## config.mk

```make
export PLATFORM = sky130hd
export DESIGN_NAME = diff_drive_ramp_to_pwm_top_flat
export DESIGN_NICKNAME = d
export VERILOG_FILES = /design/src/design/ddr_pkg.sv /design/src/design/ddr_if.sv /design/src/design/ddr_ctrl.sv /design/src/design/ddr_dpath.sv /design/src/design/diff_drive_ramp_to_pwm_top.sv /design/src/flat_wrapper.sv
export SDC_FILE = /design/constraint.sdc
export NUM_CORES = 2
export LEC_CHECK = 0
export BUFFER_PORTS_ARGS = -buffer_cell sky130_fd_sc_hd__buf_2
export CAP_MARGIN = 30
export CORE_ASPECT_RATIO = 1.4
export CORE_MARGIN = 2
export CORE_UTILIZATION = 50
export CTS_BUF_LIST = sky130_fd_sc_hd__clkbuf_16
export DETAILED_ROUTE_END_ITERATION = 7
export PLACE_DENSITY_LB_ADDON = 0.12
export SETUP_SLACK_MARGIN = 0.15
export SYNTH_ARGS = -nofsm -noshare
export SYNTH_HDL_FRONTEND = slang
export SYNTH_HIERARCHICAL = 1
export SYNTH_SLANG_ARGS = --single-unit
```

## constraint.sdc

```tcl
create_clock -name clk -period 20.6 [get_ports clk]
set_input_delay 1.03 -clock clk [delete_from_list [all_inputs] [get_ports clk]]
set_output_delay 1.03 -clock clk [all_outputs]
set_load 0.02 [all_outputs]
```

## src/design/ddr_pkg.sv

```systemverilog
// shared types, constants and fixed-point helpers for the diff-drive ramp block
// no dependencies
`timescale 1ns / 1ps
package ddr_pkg;

	localparam logic [31:0] RPM_PER_RAD   = 32'd625823;
	localparam logic [5:0]  RATE_DIV_LAST = 6'd47;
	localparam logic [5:0]  PWM_DIV_LAST  = 6'd31;

	localparam logic [31:0] RST_WHEEL_RADIUS = 32'd3277;
	localparam logic [31:0] RST_WHEEL_BASE   = 32'd24904;
	localparam logic [31:0] RST_GEAR_RATIO   = 32'd4666163;
	localparam logic [15:0] RST_MOTOR_MAX    = 16'd10000;
	localparam logic [15:0] RST_PWM_FULL     = 16'd255;
	localparam logic [31:0] RST_ACCEL_TIME   = 32'd65536;
	localparam logic [31:0] RST_DECEL_TIME   = 32'd32768;

	localparam logic signed [49:0] MAX32 = 50'sd2147483647;
	localparam logic signed [49:0] MIN32 = -50'sd2147483648;
	localparam logic signed [49:0] MAX16 = 50'sd32767;
	localparam logic signed [49:0] MIN16 = -50'sd32768;

	typedef enum logic [2:0] {
		CFG_WHEEL_RADIUS = 3'd0,
		CFG_WHEEL_BASE   = 3'd1,
		CFG_GEAR_RATIO   = 3'd2,
		CFG_MOTOR_MAX    = 3'd3,
		CFG_PWM_FULL     = 3'd4,
		CFG_ACCEL_TIME   = 3'd5,
		CFG_DECEL_TIME   = 3'd6
	} cfg_idx_t;

	typedef enum logic [3:0] {
		OP_NONE,
		OP_LOAD,
		OP_DECIDE,
		OP_DIV_STEP,
		OP_RATE,
		OP_SPEED_MUL,
		OP_SPEED_SET,
		OP_BW_MUL,
		OP_BW_SET,
		OP_WHEEL_LOAD,
		OP_RPM_MUL,
		OP_GEAR_MUL,
		OP_PWM_MUL,
		OP_PWM_LOAD,
		OP_PWM_SET,
		OP_OUT
	} op_t;

	typedef enum logic [4:0] {
		S_IDLE,
		S_DECIDE,
		S_RATE_DIV,
		S_RATE_SET,
		S_SPEED_MUL,
		S_SPEED_SET,
		S_BW_MUL,
		S_BW_SET,
		S_WHEEL_LOAD,
		S_WHEEL_DIV,
		S_RPM_MUL,
		S_GEAR_MUL,
		S_PWM_MUL,
		S_PWM_LOAD,
		S_PWM_DIV,
		S_PWM_SET,
		S_OUT
	} state_t;

	typedef enum logic [1:0] {
		BR_HOLD,
		BR_ACCEL,
		BR_DECEL
	} branch_t;

	typedef struct packed {
		op_t  op;
		logic wheel;
	} cmd_t;

	typedef struct packed {
		logic latch;
	} sts_t;

	function automatic logic [31:0] mag32(input logic signed [31:0] x);
		return x[31] ? 32'(-x) : 32'(x);
	endfunction

	function automatic logic signed [49:0] apply_sign(input logic neg, input logic [47:0] m);
		logic signed [49:0] s;
		s = $signed({2'b00, m});
		return neg ? -s : s;
	endfunction

	function automatic logic signed [31:0] sat32(input logic signed [49:0] x);
		if (x > MAX32) return 32'sh7FFFFFFF;
		else if (x < MIN32) return 32'sh80000000;
		else return x[31:0];
	endfunction

	function automatic logic signed [15:0] sat16(input logic signed [49:0] x);
		if (x > MAX16) return 16'sh7FFF;
		else if (x < MIN16) return 16'sh8000;
		else return x[15:0];
	endfunction

endpackage

```

## src/design/ddr_if.sv

```systemverilog
// valid/ready channel interfaces: command items, drive result items, register writes
// no dependencies
`timescale 1ns / 1ps
interface ddr_in_if;
	logic               valid;
	logic               ready;
	logic signed [31:0] target_linear;
	logic signed [31:0] angular_rate;
	logic        [31:0] elapsed_time;
	modport source (output valid, target_linear, angular_rate, elapsed_time, input ready);
	modport sink (input valid, target_linear, angular_rate, elapsed_time, output ready);
endinterface

interface ddr_out_if;
	logic               valid;
	logic               ready;
	logic signed [15:0] left_drive;
	logic signed [15:0] right_drive;
	logic signed [31:0] ramped_speed;
	modport source (output valid, left_drive, right_drive, ramped_speed, input ready);
	modport sink (input valid, left_drive, right_drive, ramped_speed, output ready);
endinterface

interface ddr_cfg_if;
	logic        valid;
	logic        ready;
	logic [2:0]  index;
	logic [31:0] data;
	modport source (output valid, index, data, input ready);
	modport sink (input valid, index, data, output ready);
endinterface

```

## src/design/ddr_ctrl.sv

```systemverilog
// sequencer: steps the datapath through ramp, kinematics and pwm for one item
// depends on ddr_pkg
`timescale 1ns / 1ps
module ddr_ctrl (
	input  logic          clk,
	input  logic          arst_n,
	input  logic          in_valid,
	output logic          in_ready,
	output logic          out_valid,
	input  logic          out_ready,
	input  ddr_pkg::sts_t sts,
	output ddr_pkg::cmd_t cmd
);
	import ddr_pkg::*;

	state_t     state_q, state_d;
	logic [5:0] cnt_q, cnt_d;
	logic       wheel_q, wheel_d;
	logic       out_valid_q, out_valid_d;

	always_ff @(posedge clk or negedge arst_n) begin
		if (!arst_n) begin
			state_q     <= S_IDLE;
			cnt_q       <= '0;
			wheel_q     <= 1'b0;
			out_valid_q <= 1'b0;
		end else begin
			state_q     <= state_d;
			cnt_q       <= cnt_d;
			wheel_q     <= wheel_d;
			out_valid_q <= out_valid_d;
		end
	end

	always_comb begin
		state_d     = state_q;
		cnt_d       = cnt_q;
		wheel_d     = wheel_q;
		out_valid_d = out_valid_q && !out_ready;
		in_ready    = 1'b0;
		cmd.op      = OP_NONE;
		cmd.wheel   = wheel_q;
		unique case (state_q)
			S_IDLE: begin
				in_ready = 1'b1;
				if (in_valid) begin
					cmd.op  = OP_LOAD;
					state_d = S_DECIDE;
				end
			end
			S_DECIDE: begin
				cmd.op  = OP_DECIDE;
				cnt_d   = RATE_DIV_LAST;
				state_d = sts.latch ? S_RATE_DIV : S_SPEED_MUL;
			end
			S_RATE_DIV: begin
				cmd.op = OP_DIV_STEP;
				cnt_d  = cnt_q - 6'd1;
				if (cnt_q == '0) state_d = S_RATE_SET;
			end
			S_RATE_SET: begin
				cmd.op  = OP_RATE;
				state_d = S_SPEED_MUL;
			end
			S_SPEED_MUL: begin
				cmd.op  = OP_SPEED_MUL;
				state_d = S_SPEED_SET;
			end
			S_SPEED_SET: begin
				cmd.op  = OP_SPEED_SET;
				state_d = S_BW_MUL;
			end
			S_BW_MUL: begin
				cmd.op  = OP_BW_MUL;
				state_d = S_BW_SET;
			end
			S_BW_SET: begin
				cmd.op  = OP_BW_SET;
				wheel_d = 1'b0;
				state_d = S_WHEEL_LOAD;
			end
			S_WHEEL_LOAD: begin
				cmd.op  = OP_WHEEL_LOAD;
				cnt_d   = RATE_DIV_LAST;
				state_d = S_WHEEL_DIV;
			end
			S_WHEEL_DIV: begin
				cmd.op = OP_DIV_STEP;
				cnt_d  = cnt_q - 6'd1;
				if (cnt_q == '0) state_d = S_RPM_MUL;
			end
			S_RPM_MUL: begin
				cmd.op  = OP_RPM_MUL;
				state_d = S_GEAR_MUL;
			end
			S_GEAR_MUL: begin
				cmd.op  = OP_GEAR_MUL;
				state_d = S_PWM_MUL;
			end
			S_PWM_MUL: begin
				cmd.op  = OP_PWM_MUL;
				state_d = S_PWM_LOAD;
			end
			S_PWM_LOAD: begin
				cmd.op  = OP_PWM_LOAD;
				cnt_d   = PWM_DIV_LAST;
				state_d = S_PWM_DIV;
			end
			S_PWM_DIV: begin
				cmd.op = OP_DIV_STEP;
				cnt_d  = cnt_q - 6'd1;
				if (cnt_q == '0) state_d = S_PWM_SET;
			end
			S_PWM_SET: begin
				cmd.op = OP_PWM_SET;
				if (wheel_q) begin
					state_d = S_OUT;
				end else begin
					wheel_d = 1'b1;
					state_d = S_WHEEL_LOAD;
				end
			end
			S_OUT: begin
				if (!out_valid_q || out_ready) begin
					cmd.op      = OP_OUT;
					out_valid_d = 1'b1;
					state_d     = S_IDLE;
				end
			end
			default: state_d = S_IDLE;
		endcase
	end

	assign out_valid = out_valid_q;

endmodule

```

## src/design/ddr_dpath.sv

```systemverilog
// datapath: register file, ramp state, shared 32x32 multiplier, bit-serial divider
// depends on ddr_pkg
`timescale 1ns / 1ps
module ddr_dpath (
	input  logic               clk,
	input  logic               arst_n,
	input  ddr_pkg::cmd_t      cmd,
	output ddr_pkg::sts_t      sts,
	input  logic signed [31:0] target_linear,
	input  logic signed [31:0] angular_rate,
	input  logic        [31:0] elapsed_time,
	input  logic               cfg_we,
	input  logic        [2:0]  cfg_index,
	input  logic        [31:0] cfg_data,
	output logic signed [15:0] left_drive,
	output logic signed [15:0] right_drive,
	output logic signed [31:0] ramped_speed
);
	import ddr_pkg::*;

	// configuration
	logic [31:0] radius_q, base_q, gear_q, atime_q, dtime_q;
	logic [15:0] mmax_q, pfull_q;

	// item and ramp state
	logic signed [31:0] tgt_q, turn_q;
	logic        [31:0] dt_q;
	logic signed [31:0] v_q, arate_q, drate_q;
	logic        [31:0] elapsed_q;
	logic        [1:0]  acnt_q, dcnt_q;
	branch_t            br_q;

	// work registers
	logic        [63:0] p_q;
	logic               neg_q;
	logic signed [47:0] bw_q;
	logic        [31:0] rem_q, dvs_q;
	logic        [47:0] dvd_q, quo_q;
	logic signed [15:0] lres_q, rres_q;
	logic signed [15:0] left_q, right_q;
	logic signed [31:0] ramped_q;

	// decide logic
	branch_t     br_now;
	logic        latch;
	logic [1:0]  cnt_old, cnt_new;
	logic [31:0] ramp_t, base_el, el_new;
	logic [32:0] sum33;

	always_comb begin
		if (v_q != tgt_q) br_now = (tgt_q == '0) ? BR_DECEL : BR_ACCEL;
		else br_now = BR_HOLD;
		cnt_old = (br_now == BR_ACCEL) ? acnt_q : dcnt_q;
		latch   = (br_now != BR_HOLD) && (cnt_old < 2'd2);
		cnt_new = latch ? cnt_old + 2'd1 : cnt_old;
		ramp_t  = (br_now == BR_ACCEL) ? atime_q : dtime_q;
		base_el = latch ? '0 : elapsed_q;
		sum33   = {1'b0, base_el} + ((cnt_new > 2'd1) ? {1'b0, dt_q} : 33'd0);
		el_new  = (sum33 > {1'b0, ramp_t}) ? ramp_t : sum33[31:0];
	end

	assign sts.latch = latch;

	// wheel half-track term and the values passed between multiply steps
	logic signed [49:0] h_w;
	logic signed [31:0] h_sat, q_sat, rpm_sat, ramp_rate;
	logic signed [15:0] motor_sat, pwm_res;
	logic signed [49:0] lneg;

	always_comb begin
		h_w = cmd.wheel ? $signed({{18{v_q[31]}}, v_q}) + $signed({{2{bw_q[47]}}, bw_q})
		                : $signed({{18{v_q[31]}}, v_q}) - $signed({{2{bw_q[47]}}, bw_q});
		h_sat     = sat32(h_w);
		q_sat     = sat32(apply_sign(neg_q, quo_q));
		rpm_sat   = sat32(apply_sign(neg_q, p_q[63:16]));
		motor_sat = sat16(apply_sign(neg_q, {16'b0, p_q[63:32]}));
		pwm_res   = sat16(apply_sign(neg_q, quo_q));
		lneg      = -$signed({{34{pwm_res[15]}}, pwm_res});
		ramp_rate = (br_q == BR_ACCEL) ? arate_q : drate_q;
	end

	// shared multiplier
	logic [31:0] mul_a, mul_b;
	logic [63:0] prod;

	always_comb begin
		mul_a = '0;
		mul_b = '0;
		case (cmd.op)
			OP_SPEED_MUL: begin
				mul_a = mag32(ramp_rate);
				mul_b = (br_q == BR_ACCEL) ? elapsed_q : dtime_q - elapsed_q;
			end
			OP_BW_MUL: begin
				mul_a = mag32(turn_q);
				mul_b = base_q;
			end
			OP_RPM_MUL: begin
				mul_a = mag32(q_sat);
				mul_b = RPM_PER_RAD;
			end
			OP_GEAR_MUL: begin
				mul_a = mag32(rpm_sat);
				mul_b = gear_q;
			end
			OP_PWM_MUL: begin
				mul_a = mag32(32'(motor_sat));
				mul_b = {16'b0, pfull_q};
			end
			default: begin
				mul_a = '0;
				mul_b = '0;
			end
		endcase
	end

	assign prod = 64'(mul_a) * 64'(mul_b);

	// divider step
	logic [32:0] trial;
	logic        ge;

	assign trial = {rem_q, dvd_q[47]};
	assign ge    = trial >= {1'b0, dvs_q};

	always_ff @(posedge clk or negedge arst_n) begin
		if (!arst_n) begin
			radius_q <= RST_WHEEL_RADIUS;
			base_q   <= RST_WHEEL_BASE;
			gear_q   <= RST_GEAR_RATIO;
			mmax_q   <= RST_MOTOR_MAX;
			pfull_q  <= RST_PWM_FULL;
			atime_q  <= RST_ACCEL_TIME;
			dtime_q  <= RST_DECEL_TIME;
		end else if (cfg_we) begin
			unique case (cfg_idx_t'(cfg_index))
				CFG_WHEEL_RADIUS: radius_q <= cfg_data;
				CFG_WHEEL_BASE:   base_q   <= cfg_data;
				CFG_GEAR_RATIO:   gear_q   <= cfg_data;
				CFG_MOTOR_MAX:    mmax_q   <= cfg_data[15:0];
				CFG_PWM_FULL:     pfull_q  <= cfg_data[15:0];
				CFG_ACCEL_TIME:   atime_q  <= cfg_data;
				CFG_DECEL_TIME:   dtime_q  <= cfg_data;
				default: ;
			endcase
		end
	end

	always_ff @(posedge clk or negedge arst_n) begin
		if (!arst_n) begin
			v_q       <= '0;
			arate_q   <= '0;
			drate_q   <= '0;
			elapsed_q <= '0;
			acnt_q    <= '0;
			dcnt_q    <= '0;
			br_q      <= BR_HOLD;
		end else begin
			case (cmd.op)
				OP_DECIDE: begin
					br_q <= br_now;
					unique case (br_now)
						BR_ACCEL: begin
							dcnt_q    <= '0;
							acnt_q    <= cnt_new;
							elapsed_q <= el_new;
						end
						BR_DECEL: begin
							acnt_q    <= '0;
							dcnt_q    <= cnt_new;
							elapsed_q <= el_new;
						end
						default: begin
							acnt_q    <= '0;
							dcnt_q    <= '0;
							elapsed_q <= '0;
						end
					endcase
				end
				OP_RATE: begin
					if (br_q == BR_ACCEL) arate_q <= q_sat;
					else drate_q <= q_sat;
				end
				OP_SPEED_SET: begin
					if (br_q != BR_HOLD) v_q <= sat32(apply_sign(neg_q, p_q[63:16]));
				end
				default: ;
			endcase
		end
	end

	always_ff @(posedge clk) begin
		case (cmd.op)
			OP_LOAD: begin
				tgt_q  <= target_linear;
				turn_q <= angular_rate;
				dt_q   <= elapsed_time;
			end
			OP_DECIDE: begin
				rem_q <= '0;
				quo_q <= '0;
				dvd_q <= {mag32((br_now == BR_ACCEL) ? tgt_q : v_q), 16'b0};
				dvs_q <= (ramp_t == '0) ? 32'd1 : ramp_t;
				neg_q <= (br_now == BR_ACCEL) ? tgt_q[31] : v_q[31];
			end
			OP_DIV_STEP: begin
				rem_q <= ge ? 32'(trial - {1'b0, dvs_q}) : trial[31:0];
				dvd_q <= {dvd_q[46:0], 1'b0};
				quo_q <= {quo_q[46:0], ge};
			end
			OP_SPEED_MUL: begin
				p_q   <= prod;
				neg_q <= ramp_rate[31];
			end
			OP_BW_MUL: begin
				p_q   <= prod;
				neg_q <= turn_q[31];
			end
			OP_BW_SET: begin
				bw_q <= 48'(apply_sign(neg_q, {1'b0, p_q[63:17]}));
			end
			OP_WHEEL_LOAD: begin
				rem_q <= '0;
				quo_q <= '0;
				dvd_q <= {mag32(h_sat), 16'b0};
				dvs_q <= (radius_q == '0) ? 32'd1 : radius_q;
				neg_q <= h_sat[31];
			end
			OP_RPM_MUL: begin
				p_q   <= prod;
				neg_q <= q_sat[31];
			end
			OP_GEAR_MUL: begin
				p_q   <= prod;
				neg_q <= rpm_sat[31];
			end
			OP_PWM_MUL: begin
				p_q   <= prod;
				neg_q <= motor_sat[15];
			end
			OP_PWM_LOAD: begin
				rem_q <= '0;
				quo_q <= '0;
				dvd_q <= {p_q[31:0], 16'b0};
				dvs_q <= {16'b0, (mmax_q == '0) ? 16'd1 : mmax_q};
			end
			OP_PWM_SET: begin
				if (cmd.wheel) rres_q <= pwm_res;
				else lres_q <= sat16(lneg);
			end
			OP_OUT: begin
				left_q   <= lres_q;
				right_q  <= rres_q;
				ramped_q <= v_q;
			end
			default: ;
		endcase
	end

	assign left_drive   = left_q;
	assign right_drive  = right_q;
	assign ramped_speed = ramped_q;

endmodule

```

## src/design/diff_drive_ramp_to_pwm_top.sv

```systemverilog
// top level: speed ramp and differential-drive inverse kinematics to wheel pwm
// depends on ddr_pkg, ddr_if, ddr_ctrl, ddr_dpath
//
//  channel  dir  payload                                       handshake
//  in_ch    in   target_linear, angular_rate, elapsed_time      valid/ready
//  out_ch   out  left_drive, right_drive, ramped_speed          valid/ready
//  cfg      in   index (3b), data (32b)                         valid/ready, ready always high
//
// one item at a time; the divider gives one quotient bit per cycle, in two 48-step and
// two 32-step passes per item, plus one 48-step pass for the rate when it is latched.
// the result register lets the next item enter while the previous result waits; a
// stalled output holds the block before the result write. reset restores the register
// defaults and clears the ramp.
`timescale 1ns / 1ps
module diff_drive_ramp_to_pwm_top (
	input logic        clk,
	input logic        arst_n,
	ddr_in_if.sink     in_ch,
	ddr_out_if.source  out_ch,
	ddr_cfg_if.sink    cfg
);
	import ddr_pkg::*;

	cmd_t cmd;
	sts_t sts;

	assign cfg.ready = 1'b1;

	ddr_ctrl u_ctrl (
		.clk       (clk),
		.arst_n    (arst_n),
		.in_valid  (in_ch.valid),
		.in_ready  (in_ch.ready),
		.out_valid (out_ch.valid),
		.out_ready (out_ch.ready),
		.sts       (sts),
		.cmd       (cmd)
	);

	ddr_dpath u_dpath (
		.clk           (clk),
		.arst_n        (arst_n),
		.cmd           (cmd),
		.sts           (sts),
		.target_linear (in_ch.target_linear),
		.angular_rate  (in_ch.angular_rate),
		.elapsed_time  (in_ch.elapsed_time),
		.cfg_we        (cfg.valid),
		.cfg_index     (cfg.index),
		.cfg_data      (cfg.data),
		.left_drive    (out_ch.left_drive),
		.right_drive   (out_ch.right_drive),
		.ramped_speed  (out_ch.ramped_speed)
	);

`ifndef SYNTHESIS
	a_no_back_to_back: assert property (@(posedge clk) disable iff (!arst_n)
		(in_ch.valid && in_ch.ready) |=> !in_ch.ready)
		else $error("item accepted while previous item still in work");

	a_no_early_result: assert property (@(posedge clk) disable iff (!arst_n)
		(in_ch.valid && in_ch.ready) |=> !$rose(out_ch.valid))
		else $error("result raised right after accepting an item");

	a_div_only_busy: assert property (@(posedge clk) disable iff (!arst_n)
		(cmd.op == OP_DIV_STEP) |-> !in_ch.ready)
		else $error("divider stepping while input side is open");
`endif

endmodule

```

## src/flat_wrapper.sv

```systemverilog
// flat-port wrapper written by rule: the top's interface ports become plain ports
module diff_drive_ramp_to_pwm_top_flat import ddr_pkg::*;
  (clk, arst_n, in_ch_valid, in_ch_target_linear, in_ch_angular_rate, in_ch_elapsed_time, in_ch_ready, out_ch_valid, out_ch_left_drive, out_ch_right_drive, out_ch_ramped_speed, out_ch_ready, cfg_valid, cfg_index, cfg_data, cfg_ready);
  ddr_in_if in_ch_i ();
  ddr_out_if out_ch_i ();
  ddr_cfg_if cfg_i ();
  input logic clk;
  input logic arst_n;
  input wire logic [$bits(in_ch_i.valid)-1:0] in_ch_valid;
  input wire logic [$bits(in_ch_i.target_linear)-1:0] in_ch_target_linear;
  input wire logic [$bits(in_ch_i.angular_rate)-1:0] in_ch_angular_rate;
  input wire logic [$bits(in_ch_i.elapsed_time)-1:0] in_ch_elapsed_time;
  output wire logic [$bits(in_ch_i.ready)-1:0] in_ch_ready;
  output wire logic [$bits(out_ch_i.valid)-1:0] out_ch_valid;
  output wire logic [$bits(out_ch_i.left_drive)-1:0] out_ch_left_drive;
  output wire logic [$bits(out_ch_i.right_drive)-1:0] out_ch_right_drive;
  output wire logic [$bits(out_ch_i.ramped_speed)-1:0] out_ch_ramped_speed;
  input wire logic [$bits(out_ch_i.ready)-1:0] out_ch_ready;
  input wire logic [$bits(cfg_i.valid)-1:0] cfg_valid;
  input wire logic [$bits(cfg_i.index)-1:0] cfg_index;
  input wire logic [$bits(cfg_i.data)-1:0] cfg_data;
  output wire logic [$bits(cfg_i.ready)-1:0] cfg_ready;
  assign in_ch_i.valid = in_ch_valid;
  assign in_ch_i.target_linear = in_ch_target_linear;
  assign in_ch_i.angular_rate = in_ch_angular_rate;
  assign in_ch_i.elapsed_time = in_ch_elapsed_time;
  assign in_ch_ready = in_ch_i.ready;
  assign out_ch_valid = out_ch_i.valid;
  assign out_ch_left_drive = out_ch_i.left_drive;
  assign out_ch_right_drive = out_ch_i.right_drive;
  assign out_ch_ramped_speed = out_ch_i.ramped_speed;
  assign out_ch_i.ready = out_ch_ready;
  assign cfg_i.valid = cfg_valid;
  assign cfg_i.index = cfg_index;
  assign cfg_i.data = cfg_data;
  assign cfg_ready = cfg_i.ready;
  diff_drive_ramp_to_pwm_top u_core (.clk(clk), .arst_n(arst_n), .in_ch(in_ch_i), .out_ch(out_ch_i), .cfg(cfg_i));
endmodule
```

==> impl_metrics.toml <==
[worst_setup_path]
slowest_stage = "a221oi_1"
cp_max_fo = 34
crit_top_cell = "fa_1"
cpPeakStageDelay_ns = 0.89
r2r_start = "u_core/u_dpath/quo_q[0]"
crit_path_start_kind = "flop"
critPathRequiredTime_ns = 21.10
cp.arrival_ns = 16.94
cp-end-kind = "flop"
critPathKind = "flop to flop"
startpoint = "u_core/u_dpath/quo_q[0]"

[final_layout]
fillerInstances = 16320
largest_reg_flops = 64
regMostFlops = "u_core/u_dpath/p_q"
fin_nets = 11340
drive_above_1_share = 0.1110
syn_to_final_growth_pct = 8.579
top_regs = "u_core/u_dpath/p_q: 64 flops, u_core/u_dpath/bw_q: 48 flops, u_core/u_dpath/quo_q: 48 flops"

[hold_path]
hold_path.class = "primary input to asynchronous set/reset pin"

[clock_tree]
cts.reportedPaths.clkPinSlew_ns = 0.07
cts_root_buf = "clkbuf_16"
ctsHoldBuffers = 0
post_cts_buffers = 0
cts_tree = "done"
h-tree-depth = 3
cts_buffers = 88
clock_sinks = 788
cts_resized = 0
clock_path_buffers = 3
clk-insertion-delay-late_ns = 0.78

[detailed_routing]
num_vias = 77380
wl_mm = 359.5
dr.pass1.iters = 8
vias_per_cell = 6.326
drc = 0
dr.first_iter.drc_count = 8490
wl_per_cell_um = 29.39
drtAntennaViolNets = 0

[grt]
grt_pass1_vias = 77860
grt_max_degree = 137
track_usage = 0.3946
grt_pass1_wl_mm = 522.2
grt_overflow_total = 0
antenna_found_initial = 25

[synth]
synthArstFlopShare = 0.4302
synthDistinctLibCells = 119
synth_edf_count = 449
synthTopCellsByCount = "inv_1, nand2_1, nor2_1, fa_1, o21ai_0"
seq_area_frac_synth = 0.2489
yosys-top-cells-area = "fa_1, edfxtp_1, dfrtp_1, ha_1, inv_1"
syn_avg_cell_area_um2 = 8.999
ys_seq_elements = 788
yosys_warnings = 6
synth_top_area_frac = 0.2037
syn-num-nets = 11320
ys.flop_type = "edfxtp_1"
synth.most_common_cell = "inv_1"
synth_cells = 9829
syn_area_um2 = 88450
yosysTopAreaCell = "fa_1"

[timing]
setup-violations-final = 0
relSlewSlack = 0.2258
hold_viol = 0
slew_violations = 0
period_share = 0.7984
fin_setup_tns_ns = 0
worst_pin_slew_ns = 1.151
skew_ns = 0.09575
post-route-min-period_ns = 16.45
rsz0062_at_grt = "no"
max_freq_mhz = 60.80

[place]
place_congestion = 1.066
hpwlAfterDp_mm = 278.9
numPortBuffers = 201

[floorplan]
io_pins = 203
core_area_um2 = 175800
die_h_um = 501.7
dieArea_um2 = 180300
die_w_um = 359.5
rows = 182
initial_core_util = 0.5032

[run_status]
outcome = "finished, final reports clean"

[run]
maxCapViolCount = 0
-- per-stage QoR --
stage          cell area [um^2]  cells  worst slack (ns)  hold slack (ns)  utilization
2_1_floorplan             88450   9829             7.780           0.4003            -
6_report                  96040  12230             4.154           0.2940       0.5463
5_1_grt                   96020  12220             3.526           0.2973       0.5462
3_5_place_dp              92780  12050             4.286           0.4045       0.5277
4_1_cts                   95850  12210             4.260           0.2483       0.5452
3_3_place_gp              92560  12030             3.964           0.4049       0.5265
-- path summary, 6_finish.rpt --
kind | end | depth (start not counted) | slack, ns
worst max register to register | u_core/u_dpath/p_q[61] | 45 | 4.15
max in group asynchronous | u_core/u_dpath/gear_q[22] | 4 | 18.39
worst min register to register | u_core/u_dpath/right_drive[11] | 0 | 0.41
min in group clk | u_core/u_dpath/right_drive[11] | 0 | 0.41
worst min-delay path | u_core/u_dpath/acnt_q[1] | 1 | 0.29
worst max-delay path | u_core/u_dpath/p_q[61] | 45 | 4.15
-- cells by family (layout without fill, tap and decap cells) --
family / Yosys count / in the layout / synth area share
compound gates: 1925 / 1925 / 0.1429
buf+inv: 1733 / 1824 / 0.07521
flops: 788 / 788 / 0.2489
other cells: 1 / 13 / 0.00004240
mux: 354 / 354 / 0.04300
xor+xnor: 520 / 520 / 0.05157
simple gates: 3152 / 3152 / 0.1702
fa+ha+maj: 1356 / 1356 / 0.2682
-- area by class of cell --
type	instances	area, um^2	area share
tap	2300	2878	0.02996
inverter	1172	4399	0.04581
clock inverter	71	724.4	0.007543
antenna	12	30.03	0.0003127
clock buffer	94	2352	0.02449
multi-input combinational	7308	60290	0.6278
sequential	788	22020	0.2292
timing repair buffer	487	3348	0.03486
-- metal layers --
layer | part of all wire | wire (um) | GRT usage
met1 | 0.38 | 135900 | 0.4849
met2 | 0.45 | 163200 | 0.6347
met3 | 0.085 | 30700 | 0.07038
met4 | 0.082 | 29550 | 0.2703
met5 | 0.00041 | 148 | 0.001880
-- cell usage in the layout (no fill, tap or decap), types with 145 or more instances in the layout --
| master | count |
|---|---|
| buf_2 | 206 |
| xor2_1 | 219 |
| inv_1 | 1184 |
| xnor2_1 | 298 |
| fa_1 | 900 |
| nor3_1 | 147 |
| mux2_2 | 208 |
| o21ai_0 | 475 |
| edfxtp_1 | 449 |
| buf_4 | 264 |
| ha_1 | 456 |
| a21oi_1 | 456 |
| dfrtp_1 | 299 |
| nand2_1 | 959 |
| nor2_1 | 950 |
| mux2i_1 | 145 |
-- worst max-delay path: cells and delay by family, from the launching register on --
| family | cells | cell delay, ns |
|---|---|---|
| simple gates | 6 | 2.68 |
| fa+ha+maj | 11 | 4.62 |
| buf+inv | 7 | 0.94 |
| flops | 1 | 0.56 |
| compound gates | 19 | 6.55 |
| xor+xnor | 2 | 0.81 |
Power is left out: the tool's default activity adds up to more than one toggle a clock period on the data nets, which glitch-free logic cannot reach.
